## config.mk

```make
export PLATFORM = sky130hd
export DESIGN_NAME = tagged_line_router
export DESIGN_NICKNAME = d
export VERILOG_FILES = /design/src/design/tlr_pkg.sv /design/src/design/tlr_line_mem.sv /design/src/design/tlr_rsp_reg.sv /design/src/design/tagged_line_router.sv
export VERILOG_INCLUDE_DIRS = /design/src /design/src/design
export SDC_FILE = /design/constraint.sdc
export NUM_CORES = 1
export LEC_CHECK = 0
export ABC_AREA = 1
export ABC_CLOCK_PERIOD_IN_PS = 7400
export BUFFER_PORTS_ARGS = -buffer_cell sky130_fd_sc_hd__buf_2
export CAP_MARGIN = 20
export CELL_PAD_IN_SITES_DETAIL_PLACEMENT = 1
export CELL_PAD_IN_SITES_GLOBAL_PLACEMENT = 1
export CORE_ASPECT_RATIO = 0.7
export CORE_MARGIN = 2
export CORE_UTILIZATION = 55
export CTS_CLUSTER_SIZE = 20
export DETAILED_ROUTE_END_ITERATION = 10
export PLACE_DENSITY_LB_ADDON = 0.12
export SYNTH_ARGS = -nofsm -noshare
export SYNTH_HDL_FRONTEND = slang
export SYNTH_HIERARCHICAL = 1
export SYNTH_SLANG_ARGS = --single-unit
```

## constraint.sdc

```tcl
create_clock -name clock -period 7.4 [get_ports clock]
set_input_delay 0.37 -clock clock [delete_from_list [all_inputs] [get_ports clock]]
set_output_delay 0.37 -clock clock [all_outputs]
set_load 0.02 [all_outputs]
```

## src/design/tagged_line_router_assert.svh

```systemverilog
// ----------------------------------------------------------------------------
// tagged_line_router assertion macros
// Concurrent checks on the clock, muted while reset is high.
// ----------------------------------------------------------------------------
`ifndef TAGGED_LINE_ROUTER_ASSERT_SVH
`define TAGGED_LINE_ROUTER_ASSERT_SVH

// consequent must hold in the same cycle as the antecedent
`define TLR_ASSERT_NOW(label, ante, cons, msg) \
   label: assert property (@(posedge clock) disable iff (reset) (ante) |-> (cons)) \
      else $error(msg);

// consequent must hold in the cycle after the antecedent
`define TLR_ASSERT_NEXT(label, ante, cons, msg) \
   label: assert property (@(posedge clock) disable iff (reset) (ante) |=> (cons)) \
      else $error(msg);

`endif

```

## src/design/tlr_pkg.sv

```systemverilog
// ----------------------------------------------------------------------------
// tlr_pkg
// Shared types and constants of the tagged line router.
// ----------------------------------------------------------------------------
package tlr_pkg;

   localparam logic [7:0] NEWLINE_BYTE = 8'd10;
   localparam logic [7:0] SPACE_BYTE   = 8'd32;
   localparam logic [7:0] ZERO_BYTE    = 8'd0;

   localparam logic [1:0] KIND_STATUS = 2'd0;
   localparam logic [1:0] KIND_CURSOR = 2'd1;
   localparam logic [1:0] KIND_CHAR   = 2'd2;

   // tags, left justified, zero padded
   localparam logic [31:0] TAG_RTC  = {"RTC", 8'h00};
   localparam logic [31:0] TAG_RSSI = "RSSI";
   localparam logic [31:0] TAG_MSG  = {"MSG", 8'h00};

   localparam logic [4:0] RTC_COL  = 5'd1;
   localparam logic [2:0] RTC_ROW  = 3'd1;
   localparam logic [4:0] RSSI_COL = 5'd17;
   localparam logic [2:0] RSSI_ROW = 3'd1;
   localparam logic [4:0] MSG_COL  = 5'd1;
   localparam logic [2:0] MSG_ROW  = 3'd4;

   typedef struct packed {
      logic [1:0] kind;
      logic       activity;
      logic [4:0] column;
      logic [2:0] row;
      logic [7:0] char_code;
      logic       last;
   } rsp_item_type;

   typedef struct packed {
      logic         load;
      rsp_item_type item;
   } rsp_load_type;

   function automatic rsp_item_type status_item(input logic act);
      rsp_item_type r;
      r.kind      = KIND_STATUS;
      r.activity  = act;
      r.column    = '0;
      r.row       = '0;
      r.char_code = '0;
      r.last      = 1'b1;
      return r;
   endfunction

   function automatic logic [7:0] tag_char(input logic [31:0] tag, input logic [1:0] pos);
      logic [7:0] c;
      case (pos)
         2'd0: c = tag[31:24];
         2'd1: c = tag[23:16];
         2'd2: c = tag[15:8];
         default: c = tag[7:0];
      endcase
      return c;
   endfunction

endpackage

```

## src/design/tlr_line_mem.sv

```systemverilog
// ----------------------------------------------------------------------------
// tlr_line_mem
// Line store: one write port, one read port, registered read data.
// ----------------------------------------------------------------------------
module tlr_line_mem #(
   parameter int DEPTH = 64,
   parameter int AW    = 6
) (
   input  logic          clock,
   input  logic          wr_en,
   input  logic [AW-1:0] wr_addr,
   input  logic [7:0]    wr_data,
   input  logic [AW-1:0] rd_addr,
   output logic [7:0]    rd_data
);

   logic [7:0] mem [DEPTH];
   logic [7:0] rd_data_ff;

   always_ff @(posedge clock) begin
      if (wr_en) begin
         mem[wr_addr] <= wr_data;
      end
      rd_data_ff <= mem[rd_addr];
   end

   assign rd_data = rd_data_ff;

endmodule

```

## src/design/tlr_rsp_reg.sv

```systemverilog
// ----------------------------------------------------------------------------
// tlr_rsp_reg
// Output register of the result channel; holds one word until taken.
// ----------------------------------------------------------------------------
module tlr_rsp_reg (
   input  logic                  clock,
   input  logic                  reset,
   input  tlr_pkg::rsp_load_type rsp_load,
   input  logic                  rsp_ready,
   output logic                  rsp_valid,
   output logic                  rsp_free,
   output tlr_pkg::rsp_item_type rsp_item
);

   logic                  valid_ff;
   tlr_pkg::rsp_item_type item_ff;

   always_ff @(posedge clock) begin
      if (reset) begin
         valid_ff <= 1'b0;
      end else if (rsp_load.load) begin
         valid_ff <= 1'b1;
      end else if (rsp_ready) begin
         valid_ff <= 1'b0;
      end
   end

   always_ff @(posedge clock) begin
      if (rsp_load.load) begin
         item_ff <= rsp_load.item;
      end
   end

   assign rsp_free  = !valid_ff || rsp_ready;
   assign rsp_valid = valid_ff;
   assign rsp_item  = item_ff;

endmodule

```

## src/design/tagged_line_router.sv

```systemverilog
// A non-newline byte's status word is in the output register in the cycle after acceptance.
// Newline: the scan steps through stored bytes up to the first space or zero (tag check and space search),
// then each payload byte takes a memory read state and a check state; output back-pressure can stall it.
// Input is held off until the line has been routed and its last word handed to the output register.
// Reset clears the fill count, the state machine and the output valid; the store reads as zero.
// ----------------------------------------------------------------------------
// tagged_line_router
// Collects bytes into a line store and routes tagged lines to a display.
// ----------------------------------------------------------------------------
module tagged_line_router #(
   parameter int LINE_CAPACITY = 64
) (
   input  logic       clock,
   input  logic       reset,
   input  logic       req_valid,
   output logic       req_ready,
   input  logic [7:0] req_rx_byte,
   output logic       rsp_valid,
   input  logic       rsp_ready,
   output logic [1:0] rsp_result_kind,
   output logic       rsp_activity,
   output logic [4:0] rsp_cursor_column,
   output logic [2:0] rsp_cursor_row,
   output logic [7:0] rsp_display_char,
   output logic       rsp_last
);

   localparam int AW = (LINE_CAPACITY > 1) ? $clog2(LINE_CAPACITY) : 1;
   localparam int CW = $clog2(LINE_CAPACITY + 1);
   localparam logic [CW-1:0] CAP_C  = CW'(LINE_CAPACITY);
   localparam logic [CW-1:0] LAST_C = CW'(LINE_CAPACITY - 1);
   localparam logic [CW-1:0] TAG3_C = CW'(3);
   localparam logic [CW-1:0] TAG4_C = CW'(4);

   typedef enum logic [2:0] {
      ST_IDLE,
      ST_SCAN,
      ST_STATUS,
      ST_EMIT_RD,
      ST_EMIT_CHK,
      ST_FIN
   } state_type;

   state_type             state_ff, state_in;
   logic [CW-1:0]         fill_ff, fill_in;
   logic [CW-1:0]         idx_ff, idx_in;
   logic                  rtc_ff, rtc_in;
   logic                  rssi_ff, rssi_in;
   logic                  msg_ff, msg_in;
   tlr_pkg::rsp_item_type pend_ff, pend_in;

   logic                  accept;
   logic                  wr_en;
   logic [AW-1:0]         rd_addr;
   logic [7:0]            rd_data;
   logic [7:0]            eff_byte;
   logic [CW-1:0]         idx_plus;
   logic                  rtc_now, rssi_now, msg_now, hit;
   logic [4:0]            hit_col;
   logic [2:0]            hit_row;
   logic                  rsp_free;
   tlr_pkg::rsp_load_type rsp_load;
   tlr_pkg::rsp_item_type rsp_item;

   assign accept   = req_valid && req_ready;
   assign req_ready = (state_ff == ST_IDLE) && rsp_free;
   assign wr_en    = accept && (req_rx_byte != tlr_pkg::NEWLINE_BYTE) && (fill_ff < CAP_C);
   assign idx_plus = idx_ff + CW'(1);
   // entries at or past the fill count read as cleared
   assign eff_byte = (idx_ff < fill_ff) ? rd_data : tlr_pkg::ZERO_BYTE;

   always_comb begin
      case (state_ff)
         ST_IDLE:     rd_addr = '0;
         ST_SCAN:     rd_addr = idx_plus[AW-1:0];
         default:     rd_addr = idx_ff[AW-1:0];
      endcase
   end

   tlr_line_mem #(
      .DEPTH (LINE_CAPACITY),
      .AW    (AW)
   ) u_mem (
      .clock   (clock),
      .wr_en   (wr_en),
      .wr_addr (fill_ff[AW-1:0]),
      .wr_data (req_rx_byte),
      .rd_addr (rd_addr),
      .rd_data (rd_data)
   );

   // tag flags including the byte under inspection
   always_comb begin
      rtc_now  = rtc_ff && ((idx_ff >= TAG3_C) ||
                 (eff_byte == tlr_pkg::tag_char(tlr_pkg::TAG_RTC, idx_ff[1:0])));
      rssi_now = rssi_ff && ((idx_ff >= TAG4_C) ||
                 (eff_byte == tlr_pkg::tag_char(tlr_pkg::TAG_RSSI, idx_ff[1:0])));
      msg_now  = msg_ff && ((idx_ff >= TAG3_C) ||
                 (eff_byte == tlr_pkg::tag_char(tlr_pkg::TAG_MSG, idx_ff[1:0])));
      hit      = rtc_now || rssi_now || msg_now;
      if (rtc_now) begin
         hit_col = tlr_pkg::RTC_COL;
         hit_row = tlr_pkg::RTC_ROW;
      end else if (rssi_now) begin
         hit_col = tlr_pkg::RSSI_COL;
         hit_row = tlr_pkg::RSSI_ROW;
      end else begin
         hit_col = tlr_pkg::MSG_COL;
         hit_row = tlr_pkg::MSG_ROW;
      end
   end

   always_comb begin
      state_in      = state_ff;
      fill_in       = fill_ff;
      idx_in        = idx_ff;
      rtc_in        = rtc_ff;
      rssi_in       = rssi_ff;
      msg_in        = msg_ff;
      pend_in       = pend_ff;
      rsp_load.load = 1'b0;
      rsp_load.item = pend_ff;
      case (state_ff)
         ST_IDLE: begin
            if (accept) begin
               if (req_rx_byte == tlr_pkg::NEWLINE_BYTE) begin
                  state_in = ST_SCAN;
                  idx_in   = '0;
                  rtc_in   = 1'b1;
                  rssi_in  = 1'b1;
                  msg_in   = 1'b1;
               end else begin
                  rsp_load.load = 1'b1;
                  rsp_load.item = tlr_pkg::status_item(1'b1);
                  if (wr_en) begin
                     fill_in = fill_ff + CW'(1);
                  end
               end
            end
         end
         ST_SCAN: begin
            rtc_in  = rtc_now;
            rssi_in = rssi_now;
            msg_in  = msg_now;
            if (eff_byte == tlr_pkg::ZERO_BYTE) begin
               state_in = ST_STATUS;
            end else if (eff_byte == tlr_pkg::SPACE_BYTE) begin
               if (hit) begin
                  pend_in.kind      = tlr_pkg::KIND_CURSOR;
                  pend_in.activity  = 1'b0;
                  pend_in.column    = hit_col;
                  pend_in.row       = hit_row;
                  pend_in.char_code = '0;
                  pend_in.last      = 1'b0;
                  idx_in            = idx_plus;
                  state_in          = ST_EMIT_RD;
               end else begin
                  state_in = ST_STATUS;
               end
            end else if (idx_ff == LAST_C) begin
               state_in = ST_STATUS;
            end else begin
               idx_in = idx_plus;
            end
         end
         ST_STATUS: begin
            if (rsp_free) begin
               rsp_load.load = 1'b1;
               rsp_load.item = tlr_pkg::status_item(1'b0);
               fill_in       = '0;
               state_in      = ST_IDLE;
            end
         end
         ST_EMIT_RD: begin
            if (idx_ff == CAP_C) begin
               state_in = ST_FIN;
            end else begin
               state_in = ST_EMIT_CHK;
            end
         end
         ST_EMIT_CHK: begin
            if (eff_byte == tlr_pkg::ZERO_BYTE) begin
               state_in = ST_FIN;
            end else if (rsp_free) begin
               // send the held word, hold this byte until its successor is known
               rsp_load.load     = 1'b1;
               pend_in.kind      = tlr_pkg::KIND_CHAR;
               pend_in.activity  = 1'b0;
               pend_in.column    = '0;
               pend_in.row       = '0;
               pend_in.char_code = eff_byte;
               pend_in.last      = 1'b0;
               idx_in            = idx_plus;
               state_in          = ST_EMIT_RD;
            end
         end
         ST_FIN: begin
            if (rsp_free) begin
               rsp_load.load      = 1'b1;
               rsp_load.item.last = 1'b1;
               fill_in            = '0;
               state_in           = ST_IDLE;
            end
         end
         default: begin
            state_in = ST_IDLE;
         end
      endcase
   end

   always_ff @(posedge clock) begin
      if (reset) begin
         state_ff <= ST_IDLE;
         fill_ff  <= '0;
      end else begin
         state_ff <= state_in;
         fill_ff  <= fill_in;
      end
   end

   always_ff @(posedge clock) begin
      idx_ff  <= idx_in;
      rtc_ff  <= rtc_in;
      rssi_ff <= rssi_in;
      msg_ff  <= msg_in;
      pend_ff <= pend_in;
   end

   tlr_rsp_reg u_rsp (
      .clock     (clock),
      .reset     (reset),
      .rsp_load  (rsp_load),
      .rsp_ready (rsp_ready),
      .rsp_valid (rsp_valid),
      .rsp_free  (rsp_free),
      .rsp_item  (rsp_item)
   );

   assign rsp_result_kind   = rsp_item.kind;
   assign rsp_activity      = rsp_item.activity;
   assign rsp_cursor_column = rsp_item.column;
   assign rsp_cursor_row    = rsp_item.row;
   assign rsp_display_char  = rsp_item.char_code;
   assign rsp_last          = rsp_item.last;

`include "tagged_line_router_assert.svh"

   `TLR_ASSERT_NOW(a_fill_bound, 1'b1, fill_ff <= CAP_C, "fill count beyond capacity")
   `TLR_ASSERT_NOW(a_ready_slot, req_ready, !rsp_valid || rsp_ready, "input taken without slot")
   `TLR_ASSERT_NEXT(a_newline_busy, accept && req_rx_byte == tlr_pkg::NEWLINE_BYTE, !req_ready, "newline not processed")
   `TLR_ASSERT_NEXT(a_byte_status, accept && req_rx_byte != tlr_pkg::NEWLINE_BYTE, rsp_valid && rsp_activity && rsp_last, "missing status word")

endmodule
```

==> run summary <==
Outcome -> completed
Flop and latch count out of synthesis -> 575
Critical Path AT -> 5.13 ns
Ys async rst share -> 0%
H-tree levels -> 2
Post-synth EDFFs -> 556
Dominant cell type by area after synthesis -> edfxtp_1
Via count -> 17.42k
Core area -> 0.04380 sq mm
Pleak -> 9.737 nW
Worst setup EP type -> flop
Worst-path fanout max -> 69
Register area -> 0.01708 sq mm
CTS tree -> done
Final setup TNS -> 0 ns
Fin crit share -> 62.27%
# Post-CTS Setup Buffers -> 0
Count of final setup violators -> 0
Die ar. -> 0.04619 sq mm
Largest net degree at the start of global routing -> 107
Critical path's slowest cell -> buf_4
Top post-synthesis cells by area -> edfxtp_1, nand2_1, nand3_1
Gpl congestion -> 0.8271
Most frequent CP cell -> nand3_1
Syn Inst Count -> 2184
Cell Pwr Density -> 327.0 mW/mm^2
Clock transition at the registers of the reported paths -> 0.07 ns
Die Wd -> 256.0 microns
RSZ-0062 raised after global routing -> false
First-pass GRT wire length -> 112000 microns
IO Count -> 34
DRC violations left -> 0
Vias per cell -> 6.155
MaxCap Viol Count -> 0
Area of the multi-input gates -> 0.006289 sq mm
Sink Count -> 575
CP max stage delay -> 0.54 ns
Crit Path Class -> flop to flop
Final Skew -> 0.01588 ns
Slew @ Worst Pin -> 1.084 ns
Starting Density -> 55.82%
Post-placement cell area -> 0.02488 sq mm
Pins Over Slew Limit -> 0
Min-delay worst type -> input pin to flop
Clock Latency Late Sink -> 0.59 ns
Initial DRC Count -> 2018
Ys flop type -> edfxtp_1
CTS Buf Count -> 54
Area share of the largest cell type after synthesis -> 68.28%
Final WS setup -> 2.792 ns
GR Util All Layers -> 32.28%
FP Rows -> 64
Mapped Area -> 0.02445 sq mm
Grt ovf -> 0
Most frequent cells in the layout -> nand2_1, edfxtp_1, nand3_1
Longest Clk Path Bufs -> 3
Initial antenna violation count -> 1
Filler cells -> 4519
Worst path cell trace -> inv_1 > nor2_1 > inv_1 > nor2_1 > inv_1 > o22ai_4 > buf_4 > inv_4 > buf_4 > nand3_1 > nand3_1 > nand2_1 > nand2_1 > nand3_1 > nand3_1 > nand2_1
Worst slew margin -> 27.55%
Sequential fraction of the synthesis area -> 69.84%
Startpoint types -> flop
Commonest non-fill, non-tap cell in the layout -> nand2_1
Worst EP required -> 7.92 ns
Post-Place Worst Slack -> 2.998 ns
Final wirelength -> 73980 microns
Share of cells above drive strength 1 -> 7.562%
Fin area -> 0.02671 sq mm
NumNets Final -> 2218
Ys Warns -> 6
Syn Area/Cell -> 11.20 sq um
Max Fclk -> 217.0 MHz
Area Growth Syn to Fin -> 9.226%
Fin crit period -> 4.608 ns
Vias in the first global route -> 17.70k
Die Span Y -> 180.4 microns
Post-CTS Resized -> 0
Pre-antenna DRT Iters -> 5
Hold buffer count at CTS -> 0
Wire length per cell -> 26.14 microns
VDD IR max -> 0.0002344 V
HPWL Detailed -> 45460 microns
Number of port buffers -> 33
Synth cell types -> 37
Clk root buf -> clkbuf_16
Hold Violations, Final -> 0
Antenna Violating Nets Remaining -> 0
==> report_power, final <==
group	internal (mW)	switching [mW]
clock	1.67	1.21
combinational	0.511	1.55
sequential	3.70	0.0952
total	5.88	2.85
==> area by class of cell <==
class / instances / share of cell area, %
Clock buffer: 64 / 5.280
Timing Repair Buffer: 71 / 1.836
Tap cell: 594 / 2.783
Antenna cell: 1 / 0.009370
Sequential cell: 575 / 63.94
Clock inverter: 33 / 1.466
Inverter: 79 / 1.138
Multi-Input combinational cell: 1413 / 23.55
==> final timing paths <==
check | start | endpoint | slack [ns] | cells after the start
max reg2reg | state_ff[0] | u_mem/rd_data[4] | 2.79 | 16
min reg2reg | pend_ff[11] | u_rsp/rsp_item[11] | 0.55 | 2
min | req_rx_byte[2] | u_mem/mem[63][2] | 0.08 | 1
max | state_ff[0] | u_mem/rd_data[4] | 2.79 | 16
==> layer usage <==
layer,global-route usage [%],wire length [microns]
met1,49.62,32830
met2,49.33,33200
met3,4.726,6528
met4,6.807,1420
met5,0,0
==> logic make-up after synthesis <==
logic type	synth area share, %
other	0.01534
buffers and inverters	4.687
AOI/OAI and AO/OA	0.9057
adders and majority gates	0.6140
and+or+nand+nor	23.76
DFF	69.84
xor gates and xnor gates	0.1791
==> metrics by stage <==
| step | total power [mW] | hold slack [ns] | std cells | utilization [%] |
|---|---|---|---|---|
| after detailed placement | 5.840 | 0.5358 | 2731 | 56.79 |
| after CTS | 8.715 | 0.06386 | 2828 | 60.90 |
| after global placement | 5.733 | 0.5264 | 2730 | 56.73 |
| after global routing | 9.063 | 0.08521 | 2829 | 60.97 |
| after floorplan | 5.173 | 0.4324 | 2187 | - |
| final | 8.732 | 0.07848 | 2830 | 60.97 |
==> flip-flops by register name (all words and copies together) (netlist names) <==
signal           cells
state_ff             3
idx_ff               7
rtc_ff               1
u_rsp/rsp_valid      1
u_mem/mem          512
pend_ff             14
rssi_ff              1
u_mem/rd_data        8
u_rsp/rsp_item      20
fill_ff              7
msg_ff               1
==> critical path, delay by kind of cell (launching register included) <==
family | cells | cell delay (ns)
simple gates | 9 | 1.69
buf+inv | 6 | 2.00
compound gates | 1 | 0.20
flops | 1 | 0.45
==> synthesized netlist by cell type, types with 11 or more instances <==
cell type and number:
a21oi_1 13, buf_2 39, buf_4 14, buf_6 36, clkbuf_1 19, dfxtp_1 19, edfxtp_1 556, ha_1 12
inv_1 73, nand2_1 728, nand3_1 461, nand4_1 22, nor2_1 117, o21ai_0 11
Power figures use the tool's default switching activity.
